`src/rtl/core/b2a_pkg.sv`:
```
// ----------------------------------------------------------------------------
// b2a_pkg
// Shared widths, codes, hand-off type and digit-to-ASCII mapping for the
// binary to ASCII decimal/hex formatter.
// ----------------------------------------------------------------------------
package b2a_pkg;

   localparam int VALUE_W    = 32;
   localparam int DIGIT_W    = 4;
   localparam int DEC_DIGITS = 10;
   localparam int HEX_DIGITS = 8;
   localparam int BCD_W      = DEC_DIGITS * DIGIT_W;
   localparam int CHAR_W     = 7;
   localparam int REM_W      = 4;
   localparam int BITCNT_W   = 5;

   localparam logic OP_DEC = 1'b0;
   localparam logic OP_HEX = 1'b1;

   localparam logic [CHAR_W-1:0] CHAR_ZERO = 7'h30;   // '0'
   localparam logic [CHAR_W-1:0] CHAR_A    = 7'h41;   // 'A'

   // converter -> emitter hand-off
   typedef struct packed {
      logic               done;
      logic [BCD_W-1:0]   digits;   // most significant digit at the top
      logic [REM_W-1:0]   ndig;
   } conv_out_type;

   function automatic logic [CHAR_W-1:0] digit_ascii(input logic [DIGIT_W-1:0] d);
      logic [CHAR_W-1:0] ext;
      ext = {3'b000, d};
      if (d < 4'hA) begin
         return ext + CHAR_ZERO;
      end
      return ext + (CHAR_A - 7'd10);
   endfunction

endpackage

```
`src/rtl/core/binary_to_ascii_dec_hex.sv`:
```
// ----------------------------------------------------------------------------
// binary_to_ascii_dec_hex
// Formats an unsigned 32-bit value as ASCII decimal or upper-case hex digits,
// most significant first, no leading zeros, last flag on the final character.
//
//   channel | dir | handshake          | payload
//   req     | in  | req_valid/stall    | req_value[31:0], req_opcode
//   rsp     | out | rsp_valid/stall    | rsp_digit_char[6:0], rsp_last
//
// Decimal: 32 shift-and-add-3 steps, a hand-off state, then one step per digit
// position (10). Hex: a hand-off state plus 8 digit positions.
// req_stall is high from accept until the last character is in the output
// register; rsp_stall holds the emitter. Reset clears control state only.
// ----------------------------------------------------------------------------
module binary_to_ascii_dec_hex
   import b2a_pkg::*;
(
   input  logic               clock,
   input  logic               reset,
   input  logic               req_valid,
   output logic               req_stall,
   input  logic [VALUE_W-1:0] req_value,
   input  logic               req_opcode,
   output logic               rsp_valid,
   input  logic               rsp_stall,
   output logic [CHAR_W-1:0]  rsp_digit_char,
   output logic               rsp_last
);

   logic         conv_busy;
   logic         emit_busy;
   logic         start;
   conv_out_type conv_out;

   assign req_stall = conv_busy || emit_busy;
   assign start     = req_valid && !req_stall;

   b2a_conv u_conv (
      .clock    (clock),
      .reset    (reset),
      .start    (start),
      .value    (req_value),
      .opcode   (req_opcode),
      .busy     (conv_busy),
      .conv_out (conv_out)
   );

   b2a_emit u_emit (
      .clock          (clock),
      .reset          (reset),
      .conv_out       (conv_out),
      .busy           (emit_busy),
      .rsp_valid      (rsp_valid),
      .rsp_stall      (rsp_stall),
      .rsp_digit_char (rsp_digit_char),
      .rsp_last       (rsp_last)
   );

   // an accepted beat keeps the block busy on the next cycle
   a_accept_busy: assert property (@(posedge clock) disable iff (reset)
      start |=> conv_busy)
      else $error("converter not busy after accept");

   // converter and emitter never work at the same time
   a_exclusive: assert property (@(posedge clock) disable iff (reset)
      !(conv_busy && emit_busy))
      else $error("converter and emitter both busy");

   // every character shown is a legal digit
   a_char_legal: assert property (@(posedge clock) disable iff (reset)
      rsp_valid |-> ((rsp_digit_char >= CHAR_ZERO && rsp_digit_char <= 7'h39) ||
                     (rsp_digit_char >= CHAR_A && rsp_digit_char <= 7'h46)))
      else $error("illegal digit character");

   // hand-off only reaches an idle emitter
   a_handoff_idle: assert property (@(posedge clock) disable iff (reset)
      conv_out.done |-> !emit_busy)
      else $error("hand-off while emitter busy");

endmodule

```
`src/rtl/core/b2a_conv.sv`:
```
// ----------------------------------------------------------------------------
// b2a_conv
// Iterative converter: one shift-and-add-3 step per cycle, 32 steps for
// decimal, direct nibble load for hex. Hands the digit word to the emitter.
// ----------------------------------------------------------------------------
module b2a_conv
   import b2a_pkg::*;
(
   input  logic                clock,
   input  logic                reset,
   input  logic                start,
   input  logic [VALUE_W-1:0]  value,
   input  logic                opcode,
   output logic                busy,
   output conv_out_type        conv_out
);

   localparam logic [1:0] ST_IDLE = 2'd0;
   localparam logic [1:0] ST_RUN  = 2'd1;
   localparam logic [1:0] ST_DONE = 2'd2;

   logic [1:0]          state_ff, state_in;
   logic [VALUE_W-1:0]  bin_ff, bin_in;
   logic [BCD_W-1:0]    bcd_ff, bcd_in;
   logic [BITCNT_W-1:0] cnt_ff, cnt_in;
   logic [REM_W-1:0]    ndig_ff, ndig_in;
   logic [BCD_W-1:0]    adj;

   // add-3 correction on every BCD digit ahead of the shift
   always_comb begin
      for (int i = 0; i < DEC_DIGITS; i++) begin
         if (bcd_ff[i*DIGIT_W +: DIGIT_W] >= 4'd5) begin
            adj[i*DIGIT_W +: DIGIT_W] = bcd_ff[i*DIGIT_W +: DIGIT_W] + 4'd3;
         end else begin
            adj[i*DIGIT_W +: DIGIT_W] = bcd_ff[i*DIGIT_W +: DIGIT_W];
         end
      end
   end

   always_comb begin
      state_in = state_ff;
      bin_in   = bin_ff;
      bcd_in   = bcd_ff;
      cnt_in   = cnt_ff;
      ndig_in  = ndig_ff;
      unique case (state_ff)
         ST_IDLE: begin
            if (start) begin
               cnt_in = '0;
               if (opcode == OP_HEX) begin
                  bcd_in   = {value, {(BCD_W-VALUE_W){1'b0}}};
                  ndig_in  = REM_W'(HEX_DIGITS);
                  state_in = ST_DONE;
               end else begin
                  bin_in   = value;
                  bcd_in   = '0;
                  ndig_in  = REM_W'(DEC_DIGITS);
                  state_in = ST_RUN;
               end
            end
         end
         ST_RUN: begin
            bcd_in = {adj[BCD_W-2:0], bin_ff[VALUE_W-1]};
            bin_in = {bin_ff[VALUE_W-2:0], 1'b0};
            cnt_in = cnt_ff + 1'b1;
            if (cnt_ff == BITCNT_W'(VALUE_W - 1)) begin
               state_in = ST_DONE;
            end
         end
         ST_DONE: begin
            state_in = ST_IDLE;
         end
         default: begin
            state_in = ST_IDLE;
         end
      endcase
   end

   always_ff @(posedge clock) begin
      if (reset) begin
         state_ff <= ST_IDLE;
      end else begin
         state_ff <= state_in;
      end
      bin_ff  <= bin_in;
      bcd_ff  <= bcd_in;
      cnt_ff  <= cnt_in;
      ndig_ff <= ndig_in;
   end

   assign busy            = (state_ff != ST_IDLE);
   assign conv_out.done   = (state_ff == ST_DONE);
   assign conv_out.digits = bcd_ff;
   assign conv_out.ndig   = ndig_ff;

endmodule

```
`src/rtl/core/b2a_emit.sv`:
```
// ----------------------------------------------------------------------------
// b2a_emit
// Digit emitter: walks the digit word one nibble a cycle from the top unless
// stalled, drops leading zeros, loads each character into the output register.
// ----------------------------------------------------------------------------
module b2a_emit
   import b2a_pkg::*;
(
   input  logic               clock,
   input  logic               reset,
   input  conv_out_type       conv_out,
   output logic               busy,
   output logic               rsp_valid,
   input  logic               rsp_stall,
   output logic [CHAR_W-1:0]  rsp_digit_char,
   output logic               rsp_last
);

   logic               busy_ff, busy_in;
   logic               lead_ff, lead_in;
   logic [REM_W-1:0]   rem_ff, rem_in;
   logic [BCD_W-1:0]   dig_ff, dig_in;
   logic               valid_ff, valid_in;
   logic [CHAR_W-1:0]  char_ff, char_in;
   logic               last_ff, last_in;

   logic [DIGIT_W-1:0] nib;
   logic               final_dig;
   logic               step;
   logic               skip;

   assign nib       = dig_ff[BCD_W-1 -: DIGIT_W];
   assign final_dig = (rem_ff == REM_W'(1));
   // advance only when the output register is free or being drained
   assign step      = busy_ff && (!valid_ff || !rsp_stall);
   assign skip      = lead_ff && (nib == '0) && !final_dig;

   always_comb begin
      busy_in  = busy_ff;
      lead_in  = lead_ff;
      rem_in   = rem_ff;
      dig_in   = dig_ff;
      valid_in = valid_ff;
      char_in  = char_ff;
      last_in  = last_ff;
      if (valid_ff && !rsp_stall) begin
         valid_in = 1'b0;
      end
      if (conv_out.done) begin
         busy_in = 1'b1;
         lead_in = 1'b1;
         rem_in  = conv_out.ndig;
         dig_in  = conv_out.digits;
      end else if (step) begin
         dig_in = {dig_ff[BCD_W-DIGIT_W-1:0], {DIGIT_W{1'b0}}};
         rem_in = rem_ff - 1'b1;
         if (final_dig) begin
            busy_in = 1'b0;
         end
         if (!skip) begin
            lead_in  = 1'b0;
            valid_in = 1'b1;
            char_in  = digit_ascii(nib);
            last_in  = final_dig;
         end
      end
   end

   always_ff @(posedge clock) begin
      if (reset) begin
         busy_ff  <= 1'b0;
         valid_ff <= 1'b0;
      end else begin
         busy_ff  <= busy_in;
         valid_ff <= valid_in;
      end
      lead_ff <= lead_in;
      rem_ff  <= rem_in;
      dig_ff  <= dig_in;
      char_ff <= char_in;
      last_ff <= last_in;
   end

   assign busy           = busy_ff;
   assign rsp_valid      = valid_ff;
   assign rsp_digit_char = char_ff;
   assign rsp_last       = last_ff;

endmodule
```
`config.mk`:
```
export PLATFORM = sky130hd
export DESIGN_NAME = binary_to_ascii_dec_hex
export DESIGN_NICKNAME = d
export VERILOG_FILES = /design/src/rtl/core/b2a_pkg.sv /design/src/rtl/core/binary_to_ascii_dec_hex.sv /design/src/rtl/core/b2a_conv.sv /design/src/rtl/core/b2a_emit.sv
export SDC_FILE = /design/constraint.sdc
export NUM_CORES = 1
export LEC_CHECK = 0
export BUFFER_PORTS_ARGS = -buffer_cell sky130_fd_sc_hd__clkbuf_2
export CORE_ASPECT_RATIO = 0.8
export CORE_MARGIN = 8
export CORE_UTILIZATION = 65
export DETAILED_ROUTE_END_ITERATION = 8
export MAX_ROUTING_LAYER = met4
export PLACE_DENSITY = 0.85
export REMOVE_ABC_BUFFERS = 1
export SLEW_MARGIN = 20
export SYNTH_ARGS = -nofsm -noshare
export SYNTH_HDL_FRONTEND = slang
export SYNTH_SLANG_ARGS = --single-unit
export TNS_END_PERCENT = 50
```
`constraint.sdc`:
```
create_clock -name clock -period 7.8 [get_ports clock]
set_clock_uncertainty 0.05 [all_clocks]
set_input_delay 0.39 -clock clock [delete_from_list [all_inputs] [get_ports clock]]
set_output_delay 0.39 -clock clock [all_outputs]
set_load 0.03 [all_outputs]
```
# Word-level counts from Yosys, hierarchy flattened
# Index checks and enable logic that the tools add are counted.
# Widths: inputs -> output; s select.
# totals
regBits,138
latchBits,0
ram_bits,0
mem_bits_ro,0
in_bits,37
wordCells,110
n_memories,0
# classes
n_addsub,14
multipliers,0
div_mod_pow,0
order_cmp,11
eq_ne,7
shifts,0
n_mux,40
bitwise,2
n_reduce_logical,24
# op_table
cell,n
$mux 40,4
$pmux 40 s2,1
$mux 32,2
$pmux 32 s2,1
$mux 4,11
$ge 4x3->1 const B,10
$add 4x2->4 const B,9
$add 4x6->7 const B,2
$mux 7,2
$mux 1,11
$pmux 5 s2,1
$reduce_and 2->1,5
$mux 2,4
$reduce_bool 2->1,4
$reduce_and 3->1,2
$add 5x1->5 const B,1
$eq 5x5->1 const B,1
$logic_and 1x1->1,5
$mux 5,1
$eq 4x1->1 const B,1
$logic_not 1->1,4
$logic_not 4->1,1
$lt 4x4->1 const B,1
$ne 2x2->1 const B,2
10 further kinds,12

# Logic depth before layout (Yosys ltp)
# Gate-level depths: netlist of the first run.
# logic_depth
word_depth,7
ltp_mapped,6
mapped_depth_nobuf,5

# Modules after synthesis
# From an unflattened synthesis of the first run, not the netlist that was laid out.
# hier_totals
cells_unflattened,618
hier_area_um2,7000.5
# by_module_without_submodules
module,n_inst,cells_per_inst,area_each_um2,seq_area_each_um2
b2a_conv,1,471,4593.2,2382.3
b2a_emit,1,145,2393.5,1621.6
binary_to_ascii_dec_hex,1,2,13.8,0.0

# Worst setup path after synthesis of the first run
# No wires, ideal clock.
# synth_path
kind,reg2reg
from,register u_conv.state_ff[1]
to,register u_conv.bin_ff[0] (enable)
setup_time_ps,466
arrival_ps,3117
setup_slack_ps,4168
stages_incl_launch_ff,5
period_less_slack_ps,3632
cell_sequence,dfxtp_1 -> buf_2 -> nor3_1 -> nand2_1 -> o21ai_0
# synth_via
elab_chain_len,6
# synth_rtl
item,line_no,source
from (decl),b2a_conv.sv:22,"logic [1:0] state_ff, state_in;"
from (signal assigned),b2a_conv.sv:83,state_ff <= state_in;
$reduce_bool 2->1,b2a_conv.sv:91,assign busy = (state_ff != ST_IDLE);
$logic_or 1x1->1,binary_to_ascii_dec_hex.sv:35,assign req_stall = conv_busy || emit_busy;
$logic_not 1->1,binary_to_ascii_dec_hex.sv:36,assign start = req_valid && !req_stall;
$logic_and 1x1->1,binary_to_ascii_dec_hex.sv:36,
$ne 2x2->1 (no line),--,
$reduce_and 3->1 (no line) (*),--,
to (signal assigned),b2a_conv.sv:85,bin_ff <= bin_in;
to (decl),b2a_conv.sv:23,"logic [VALUE_W-1:0] bin_ff, bin_in;"
# Every way passes the cells marked *; elsewhere a longest branch is shown, timed or not.
# A chain may end at the register's enable or synchronous reset.

# Worst setup path after layout of the first run
# layout_path
from,register u_emit.rem_ff[1]
to,register u_emit.char_ff[0] (netlist: u_emit.rsp_digit_char[0]) (enable)
# layout_via
elab_chain_len,5
# layout_rtl
item,line_no,source
from (decl),b2a_emit.sv:21,"logic [REM_W-1:0] rem_ff, rem_in;"
from (signal assigned),b2a_emit.sv:78,rem_ff <= rem_in;
$eq 4x1->1,b2a_emit.sv:33,assign final_dig = (rem_ff == REM_W'(1));
via u_emit.final_dig,b2a_emit.sv:28,logic final_dig;
$logic_not 1->1,b2a_emit.sv:36,assign skip = lead_ff && (nib == '0) && !final_dig;
$logic_and 1x1->1,b2a_emit.sv:36,
$not 1->1 (no line),--,
$reduce_and 3->1 (no line),--,
to (signal assigned),b2a_emit.sv:80,char_ff <= char_in;
to (decl),b2a_emit.sv:24,"logic [CHAR_W-1:0] char_ff, char_in;"
# The timed path passes the listed nets, and every way through them passes these cells.

==> summary.md, run 1 <==
| Metric | Value |
|---|---|
| Core Region | `10280 sq um` |
| Final ANT Viol Nets | `0` |
| Post-Route WL | `15.29 mm` |
| Vias in the first global route | `5154` |
| Synth area leader | `edfxtp_1` |
| Vias | `5174` |
| CTS tree | `done` |
| Worst setup margin | `5.403 ns` |
| Vias per Instance | `6.066` |
| Reg2Reg Setup Slack | `5.40 ns` |
| Hold_buf cts | `0` |
| FF/Latch Area | `4004 sq um` |
| Die height | `107.9 um` |
| Yosys top cell area share | `56.86%` |
| Peak VDD IR | `0.1864 mV` |
| Mapped cell area | `6865 sq um` |
| Hold Path Depth | `2` |
| Gr ovfl total | `0` |
| First-pass GRT wire length | `24.94 mm` |
| Diode count | `0` |
| Fmax | `0.4171 GHz` |
| Post-DP Area | `7148 sq um` |
| Hpwl dp | `9.188 mm` |
| Pwr Total | `2.167 mW` |
| Router iterations before antenna repair | `6` |
| Sw Ratio | `26.59%` |
| Static leakage | `3.187 nW` |
| Worst-Margin Slew | `1.066 ns` |
| Port Buffer Count | `46` |
| Setup TNS | `0 ns` |
| Slew headroom | `28.36%` |
| Arr. time, crit path | `2.39 ns` |
| Reg-to-Reg Start | `u_emit.rem_ff[1]` |
| Hold_sp | `reset` |
| I/O pin total | `47` |
| H-tree Lvls | `4` |
| Max FO, Critical Path | `8` |
| Post-synth top cells | `193 x nand2_1, 130 x edfxtp_1, 47 x nand3_1, 42 x o21ai_0, 30 x inv_1` |
| Synthesized flop and latch total | `135` |
| Top_reg_cell synth | `edfxtp_1` |
| Worst Path Required | `7.79 ns` |
| Initial core utilization | `66.78%` |
| CTS sink count | `135` |
| Type of the worst min-delay path | `primary input to flop` |
| WL/cell | `17.93 um` |
| Psw | `0.5763 mW` |
| Largest net degree at the start of global routing | `107` |
| Hold endpoint | `u_emit.busy` |
| Initial drt markers | `539` |
| Filler cells | `658` |
| Asr flop ratio synth | `0%` |
| Setup crit start kind | `flop` |
| Status | `complete, no violations` |
| Reg2reg end | `u_emit.rsp_digit_char[0]` |
| Register-to-Register Path Depth | `5` |
| Netlist cell types | `44` |
| Clock network fraction of design power | `41.3%` |
| Clock-pin slew on the worst setup and hold paths | `0.06 ns` |
| Area contributors post-synth | `edfxtp_1 57%, nand2_1 11%, ha_1 4.7%` |
| Quantity of gates resized following cts | `0` |
| Chip width | `130.9 um` |
| Sequential share of power | `44.6%` |
| Fin crit share | `30.74%` |
| Clock latency on the worst-skew pair | `0.42 ns` |
| Final nets | `763` |
| Synthesized instance count | `667` |
| Residual DRC | `0` |
| Share of layout cells above drive strength 1 | `12.76%` |
| Fin area | `7870 sq um` |
| Final Hold Fails | `0` |
| Full die area | `14130 sq um` |
| Post-CTS Setup Repair Bufs | `0` |
| Synth warnings | `0` |
| Antenna violations before repair | `0` |
| Internal power | `1.591 mW` |
| CP startpoint | `u_emit.rem_ff[1]` |
| Pwr dens | `275.4 nW/um^2` |
| Synth-to-Final Area Change | `14.63%` |
| Number of synthesized flops with an enable pin | `130` |
| Multi-input gate area | `2601 sq um` |
| Most frequent cell after synthesis | `nand2_1` |
| Final setup vio count | `0` |
| Max Root-Sink Buffers | `2` |
| Combinational share of power | `14.1%` |
| CP endpoint kind | `flop` |
| Overall Global Routing Usage | `23.61%` |
| Root Buffer Master | `clkbuf_16` |
| GP Congestion | `0.8306` |
| Rows | `33` |
| Avg Inst Size Synth | `10.29 sq um` |
| Seq/Total Area, Yosys | `58.32%` |
| Total CTS buffers | `17` |
| Max-slew violation count | `0` |
| Setup repair after global routing missed its margin | `no` |
| Min cycle time layout | `2.397 ns` |
| Max Cap Viol | `0` |
| Critical path class | `flop to flop` |
| Placement Setup Slack | `4.476 ns` |
==> cell usage in the layout (no fill, tap or decap), types with 4 or more instances in the layout <==
cell type	synthesis	layout
nor3_1	5	5
o31ai_1	7	7
nand3_1	47	47
a211oi_1	6	6
nand2b_1	12	11
inv_1	30	30
a2111o_1	8	8
and2_1	6	6
nor4bb_1	8	8
ha_1	26	26
edfxtp_1	130	130
o21ai_0	42	41
clkbuf_2	5	46
nor3b_1	9	9
nand2_1	193	192
clkbuf_16	0	17
a21oi_1	17	17
nor2b_1	9	8
a31oi_1	9	9
or4_1	7	7
nand4_1	8	8
xnor2_1	4	4
dfxtp_1	5	5
bufinv_16	0	5
buf_4	0	4
clkinvlp_4	0	5
nor2_1	15	15
==> cell type report <==
class / instances / share of cell area [%]
sequential: 135 / 50.87
multi-input combinational: 464 / 33.05
clock buffer: 18 / 5.580
timing repair buffer: 52 / 4.006
clock inverter: 14 / 2.830
tap: 140 / 2.226
inverter: 30 / 1.431
==> how the worst max path moves through the flow <==
stage                               end  slack [ns]  depth (start not counted)
2_1_floorplan          u_conv.bin_ff[0]        4.23                          3
3_3_place_gp           u_conv.cnt_ff[0]        4.67                          2
3_5_place_dp           u_conv.cnt_ff[1]        4.48                          2
4_1_cts                u_conv.cnt_ff[2]        4.48                          2
5_1_grt        u_emit.rsp_digit_char[0]        5.26                          5
6_report       u_emit.rsp_digit_char[0]        5.40                          5
==> flip-flops by register name, summed over array words and instances (netlist names) <==
name,flops
u_emit.rsp_valid,1
u_conv.bin_ff,32
u_emit.dig_ff,40
u_emit.rem_ff,4
u_emit.busy,1
u_conv.bcd_ff,40
u_conv.ndig_ff,1
u_emit.rsp_digit_char,7
u_emit.lead_ff,1
u_conv.state_ff,2
u_conv.cnt_ff,5
u_emit.rsp_last,1
==> power by group through the flow <==
stage | Sequential (mW) | Combinational (mW) | Clock, mW
after global routing | 0.978 | 0.342 | 0.926
after CTS | 0.967 | 0.293 | 0.898
after detailed placement | 0.981 | 0.288 | 0
after global placement | 0.974 | 0.270 | 0
after floorplan | 0.965 | 0.204 | 0
final | 0.968 | 0.305 | 0.895
==> per-stage QoR <==
step,cells,utilization [%],hold WS (ns)
2_1_floorplan,629,-,0.3860
3_3_place_gp,819,69.53,0.3966
3_5_place_dp,819,69.53,0.4018
4_1_cts,851,75.96,0.1820
5_1_grt,853,76.55,0.1909
6_report,853,76.55,0.1874
==> critical path: stages, from the launching register on <==
cell	delay, ns
edfxtp_1	0.38
inv_1	0.10
ha_1	0.14
nor3b_1	0.36
nor4_1	0.15
nor3_1	0.83
==> cell families after synthesis <==
kind of cell | Yosys count | synth area share, %
AO/OA/AOI/OAI | 102 | 9.258
adder cells (fa/ha/maj) | 26 | 4.738
AND/OR/NAND/NOR | 326 | 22.09
XOR/XNOR | 6 | 0.7654
buffers and inverters | 68 | 4.210
flip-flops | 135 | 58.32
multiplexers | 4 | 0.6196
==> per-layer routing <==
metal  GRT usage [%]  wire length (um)  up-vias
li1                -                 -     2452
met1           27.66              6363     2487
met2           38.78              7694      201
met3           4.752               929       34
met4           10.55               305        0
met5               -                 0        -
No activity file was read; power rests on OpenSTA's default activity.
==> run 2: changes to the inputs <==
--- a/config.mk
+++ b/config.mk
@@ -8,10 +8,10 @@
 export BUFFER_PORTS_ARGS = -buffer_cell sky130_fd_sc_hd__clkbuf_2
 export CORE_ASPECT_RATIO = 0.8
 export CORE_MARGIN = 8
-export CORE_UTILIZATION = 65
+export CORE_UTILIZATION = 55
 export DETAILED_ROUTE_END_ITERATION = 8
 export MAX_ROUTING_LAYER = met4
-export PLACE_DENSITY = 0.85
+export PLACE_DENSITY = 0.76
 export REMOVE_ABC_BUFFERS = 1
 export SLEW_MARGIN = 20
 export SYNTH_ARGS = -nofsm -noshare
==> constraint.sdc (replaced) <==
create_clock -name clock -period 2.2 [get_ports clock]
set_clock_uncertainty 0.05 [all_clocks]
set_input_delay 0.11 -clock clock [delete_from_list [all_inputs] [get_ports clock]]
set_output_delay 0.11 -clock clock [all_outputs]
set_load 0.03 [all_outputs]
==> summary.md, run 2 (same netlist as run 1, synthesis figures left out) <==
| Metric | Value |
|---|---|
| WL/cell | `16.98 um` |
| Peak VDD IR | `0.6389 mV` |
| Final Hold Fails | `0` |
| Share of layout cells above drive strength 1 | `13.47%` |
| I/O pin total | `47` |
| Crit-path slowest cell | `nor3_2` |
| Static leakage | `3.368 nW` |
| Max Cap Viol | `0` |
| Router iterations before antenna repair | `5` |
| Vias | `5206` |
| Synth-to-Final Area Change | `20.69%` |
| Vias in the first global route | `5186` |
| Initial core utilization | `56.45%` |
| Fmax | `0.4997 GHz` |
| Min cycle time layout | `2.001 ns` |
| Arr. time, crit path | `2.01 ns` |
| CP endpoint kind | `flop` |
| Reg-to-Reg Start | `u_emit.rem_ff[1]` |
| Finished Layout Cells | `909` |
| Pwr Total | `7.615 mW` |
| Pwr dens | `919.1 nW/um^2` |
| Clock-pin slew on the worst setup and hold paths | `0.06 ns` |
| Most frequent cells in the layout | `192 x nand2_1, 130 x edfxtp_1, 47 x nand3_1` |
| Port Buffer Count | `46` |
| Setup crit start kind | `flop` |
| Vias per Instance | `5.727` |
| CTS tree | `done` |
| Initial drt markers | `604` |
| Max-slew violation count | `0` |
| Chip width | `140.9 um` |
| Diode count | `0` |
| Fin crit share | `90.96%` |
| Overall Global Routing Usage | `20.19%` |
| Max FO, Critical Path | `8` |
| Type of the worst min-delay path | `primary input to flop` |
| H-tree Lvls | `4` |
| First-pass GRT wire length | `25.39 mm` |
| Critical path class | `flop to flop` |
| Final ANT Viol Nets | `0` |
| Filler cells | `884` |
| Most common cell after layout, fill and taps aside | `nand2_1` |
| Setup repair after global routing missed its margin | `no` |
| Slew headroom | `59.27%` |
| Antenna violations before repair | `0` |
| CP peak stage delay | `0.47 ns` |
| Status | `complete, no violations` |
| Clock latency on the worst-skew pair | `0.42 ns` |
| Rows | `36` |
| Die height | `115.9 um` |
| Top Registers | `u_conv.bcd_ff (40), u_emit.dig_ff (40), u_conv.bin_ff (32)` |
| Hpwl dp | `9.754 mm` |
| Core Region | `12160 sq um` |
| Root Buffer Master | `clkbuf_16` |
| Final nets | `807` |
| Worst-Margin Slew | `0.6054 ns` |
| Largest net degree at the start of global routing | `43` |
| Total CTS buffers | `17` |
| Gr ovfl total | `0` |
| Max Root-Sink Buffers | `2` |
| CP cell instances | `inv_1 > ha_1 > nor3b_1 > nor4_1 > nor3_2` |
| CP startpoint | `u_emit.rem_ff[1]` |
| Placed Cells incl. Taps | `844` |
| CP delay by family, top | `simple AND/OR/NAND/NOR gates` |
| Worst Path Required | `2.21 ns` |
| Residual DRC | `0` |
| Final setup vio count | `0` |
| Full die area | `16340 sq um` |
| GP Congestion | `0.8492` |
| CTS sink count | `135` |
| CP bufs+invs | `1` |
| Hold_sp | `req_value[25]` |
| Post-Route WL | `15.43 mm` |
==> run 2: cell count changes in the layout (fill, tap and decap cells not counted) <==
cell / delta
dlygate4sd3_1: +33
buf_4: +8
buf_12: +5
buf_16: -2
clkinv_4: -2
inv_6: +2
bufinv_16: -1
clkbuf_1: +1
clkbuf_8: -1
clkinv_2: +1
nand2_2: +1
nand2_4: -1
nor3_1: -1
nor3_2: +1
==> run 2: routing by layer <==
| metal | up-vias | wire, um | global-route usage (%) |
|---|---|---|---|
| li1 | 2530 | - | - |
| met1 | 2480 | 6658 | 23.98 |
| met2 | 172 | 7740 | 33.49 |
| met3 | 24 | 822 | 4.076 |
| met4 | 0 | 211 | 8.071 |
| met5 | - | 0 | - |
==> run 2: path summary, 6_finish.rpt <==
| path | endpoint | slack (ns) | depth (start not counted) |
|---|---|---|---|
| max | u_emit.rsp_digit_char[6] | 0.20 | 5 |
| min | u_conv.bin_ff[25] | 0.03 | 3 |
| min reg2reg | u_emit.lead_ff | 0.45 | 1 |
| max reg2reg | u_emit.rsp_digit_char[6] | 0.20 | 5 |
==> run 2: final cells by class <==
class / count / area (sq um) / area share, %
Tap cell: 152 / 190.2 / 2.295
Inverter: 30 / 112.6 / 1.359
Clock buffer: 18 / 429.2 / 5.180
Clock inverter: 14 / 197.7 / 2.386
Multi-Input combinational cell: 464 / 2601 / 31.40
Timing Repair Buffer: 96 / 750.7 / 9.061
Sequential cell: 135 / 4004 / 48.32
==> run 2: where the power goes <==
group          switching [mW]  internal [mW]  total, mW
sequential              0.218           3.20       3.42
combinational           0.709          0.453       1.16
clock                    1.13           1.91       3.03
==> run 2: stage by stage <==
| step | hold slack [ns] | setup WS, ns | util [%] | instance area, sq um | setup TNS, ns |
|---|---|---|---|---|---|
| 6_report | 0.02933 | 0.1990 | 68.13 | 8285 | 0 |
| 3_5_place_dp | 0.3499 | -0.1326 | 60.22 | 7323 | -1.060 |
| 2_1_floorplan | 0.1321 | -1.373 | - | 6689 | -158.47 |
| 4_1_cts | 0.004329 | 0.1707 | 68.13 | 8285 | 0 |
| 3_3_place_gp | 0.3215 | 0.02824 | 60.22 | 7323 | 0 |
| 5_1_grt | 0.02410 | 0.02904 | 68.13 | 8285 | 0 |
==> run 2: timing repair <==
action                                  CTS  global route
endpoints found under the setup margin    8             0
hold buffers                             33             0
gates resized for setup                   1             0
endpoints found under the hold margin    59             0
buffers inserted                          0             0
==> run 2: tightest hold or removal path, delay by kind of cell <==
kind / cells / cell delay, ns
buf+inv: 1 / 0.11
simple gates: 2 / 0.15
==> run 3: changes to the inputs <==
--- a/config.mk
+++ b/config.mk
@@ -10,6 +10,7 @@
 export CORE_MARGIN = 8
 export CORE_UTILIZATION = 55
 export DETAILED_ROUTE_END_ITERATION = 8
+export HOLD_SLACK_MARGIN = 0.15
 export MAX_ROUTING_LAYER = met4
 export PLACE_DENSITY = 0.76
 export REMOVE_ABC_BUFFERS = 1
==> summary.md, run 3 (same netlist as run 1, synthesis figures left out) <==
| Metric | Value |
|---|---|
| Gr ovfl total | `0` |
| Final Hold Fails | `0` |
| Multi-input gate area | `2606 sq um` |
| Vias | `5249` |
| Min cycle time layout | `2.095 ns` |
| Filler cells | `880` |
| Setup crit start kind | `flop` |
| Largest net degree at the start of global routing | `43` |
| Clock-pin slew on the worst setup and hold paths | `0.06 ns` |
| Hold_sp | `req_opcode` |
| Chip width | `140.9 um` |
| Root Buffer Master | `clkbuf_16` |
| Max-slew violation count | `0` |
| Peak VDD IR | `0.6381 mV` |
| Finished Layout Cells | `912` |
| Diode count | `0` |
| Type of the worst min-delay path | `primary input to flop` |
| Placed Cells incl. Taps | `844` |
| First-pass GRT wire length | `25.44 mm` |
| Worst-Margin Slew | `0.5954 ns` |
| Critical path class | `flop to flop` |
| Max Cap Viol | `0` |
| Setup repair after global routing missed its margin | `no` |
| Crit-path slowest cell | `dlygate4sd3_1` |
| Fin crit share | `95.24%` |
| Static leakage | `3.385 nW` |
| Reg-to-Reg Start | `u_conv.state_ff[0]` |
| I/O pin total | `47` |
| Most common cell after layout, fill and taps aside | `nand2_1` |
| CTS sink count | `135` |
| Share of layout cells above drive strength 1 | `13.55%` |
| Post-CTS Setup Repair Bufs | `0` |
| Final setup vio count | `0` |
| CP cell instances | `buf_4 > nand2b_4 > buf_4 > a311oi_1 > dlygate4sd3_1` |
| Final nets | `810` |
| Initial drt markers | `541` |
| Port Buffer Count | `46` |
| Slew headroom | `59.94%` |
| Max FO, Critical Path | `17` |
| Reg2reg end | `u_emit.busy` |
| WL/cell | `16.95 um` |
| Rows | `36` |
| Vias in the first global route | `5195` |
| CP peak stage delay | `0.58 ns` |
| Residual DRC | `0` |
| H-tree Lvls | `4` |
| Worst setup endpoint | `u_emit.busy` |
| Full die area | `16340 sq um` |
| Reg2Reg Setup Slack | `0.10 ns` |
| Top Registers | `u_conv.bcd_ff (40), u_emit.dig_ff (40), u_conv.bin_ff (32)` |
| Hold Path Depth | `2` |
| CTS tree | `done` |
| Overall Global Routing Usage | `20.22%` |
| Antenna violations before repair | `0` |
| GP Congestion | `0.8492` |
| Router iterations before antenna repair | `5` |
| Synth-to-Final Area Change | `21.21%` |
| CP startpoint | `u_conv.state_ff[0]` |
| Post-DP Area | `7323 sq um` |
| Fin area | `8322 sq um` |
| Total CTS buffers | `17` |
| Hpwl dp | `9.754 mm` |
| Worst Path Required | `2.45 ns` |
| Post-Route WL | `15.46 mm` |
| Arr. time, crit path | `2.35 ns` |
| Core Region | `12160 sq um` |
| Max Root-Sink Buffers | `2` |
| Die height | `115.9 um` |
| Most frequent cells in the layout | `192 x nand2_1, 130 x edfxtp_1, 47 x nand3_1` |
| Fin util | `68.43%` |
| FF/Latch Area | `4005 sq um` |
| Register-to-Register Path Depth | `5` |
| Status | `complete, no violations` |
| Fmax | `0.4773 GHz` |
| Vias per Instance | `5.755` |
| Pwr dens | `916.1 nW/um^2` |
| CP endpoint kind | `flop` |
| Pwr Total | `7.624 mW` |
| Worst path most repeated cell | `buf_4` |
| Final ANT Viol Nets | `0` |
| Initial core utilization | `56.45%` |
| Clock latency on the worst-skew pair | `0.42 ns` |
run 3: cell count changes in the layout (fill, tap and decap cells not counted), sizes merged:
| cell | change |
|---|---|
| dlygate4sd3 | +3 |
run 3: per-stage QoR:
stage                     setup WS (ns)  TNS [ns]  hold slack, ns
after floorplan                  -1.373   -158.47          0.1321
after global placement          0.02824         0          0.3215
after detailed placement        -0.1326    -1.060          0.3499
after CTS                       0.01562         0          0.1627
after global routing            0.02251         0          0.1778
final                            0.1048         0          0.1838
run 3: timing repair:
action / CTS / global route
hold endpoints to repair: 69 / 0
hold buffers: 36 / 0
resized for setup: 1 / 2
endpoints found under the setup margin: 8 / 1
run 3: final cells by class:
cell class | instances | share of cell area, %
inverters | 30 | 1.353
clock buffers | 18 | 5.157
multi-input cells | 464 | 31.32
flip-flops and latches | 135 | 48.13
repair buffers | 99 | 9.382
clock inverters | 14 | 2.376
well taps | 152 | 2.285
run 3: layer usage:
layer | GRT usage [%] | part of all wire (%)
met5 | - | 0
met4 | 8.071 | 1.5
met3 | 4.076 | 5.6
met2 | 33.49 | 49
met1 | 24.09 | 43
run 3: power breakdown:
group	internal, mW	switching (mW)
Sequential	3.20	0.217
Clock	1.91	1.13
Combinational	0.458	0.711
Total	5.57	2.06
run 3: worst max-delay path: cells and delay by family, from the launching register on:
family / cells / cell delay, ns
buffers and inverters: 3 / 1.07
AO/OA/AOI/OAI: 1 / 0.12
AND/OR/NAND/NOR: 1 / 0.25
flip-flops: 1 / 0.49
run 3: worst min-delay path by stage:
| stage | end | slack, ns |
|---|---|---|
| final | u_conv.ndig_ff[1] | 0.18 |
| after global placement | u_emit.busy | 0.32 |
| after global routing | u_conv.ndig_ff[1] | 0.18 |
| after detailed placement | u_conv.bin_ff[19] | 0.35 |
| after CTS | u_conv.ndig_ff[1] | 0.16 |
| after floorplan | u_emit.busy | 0.13 |
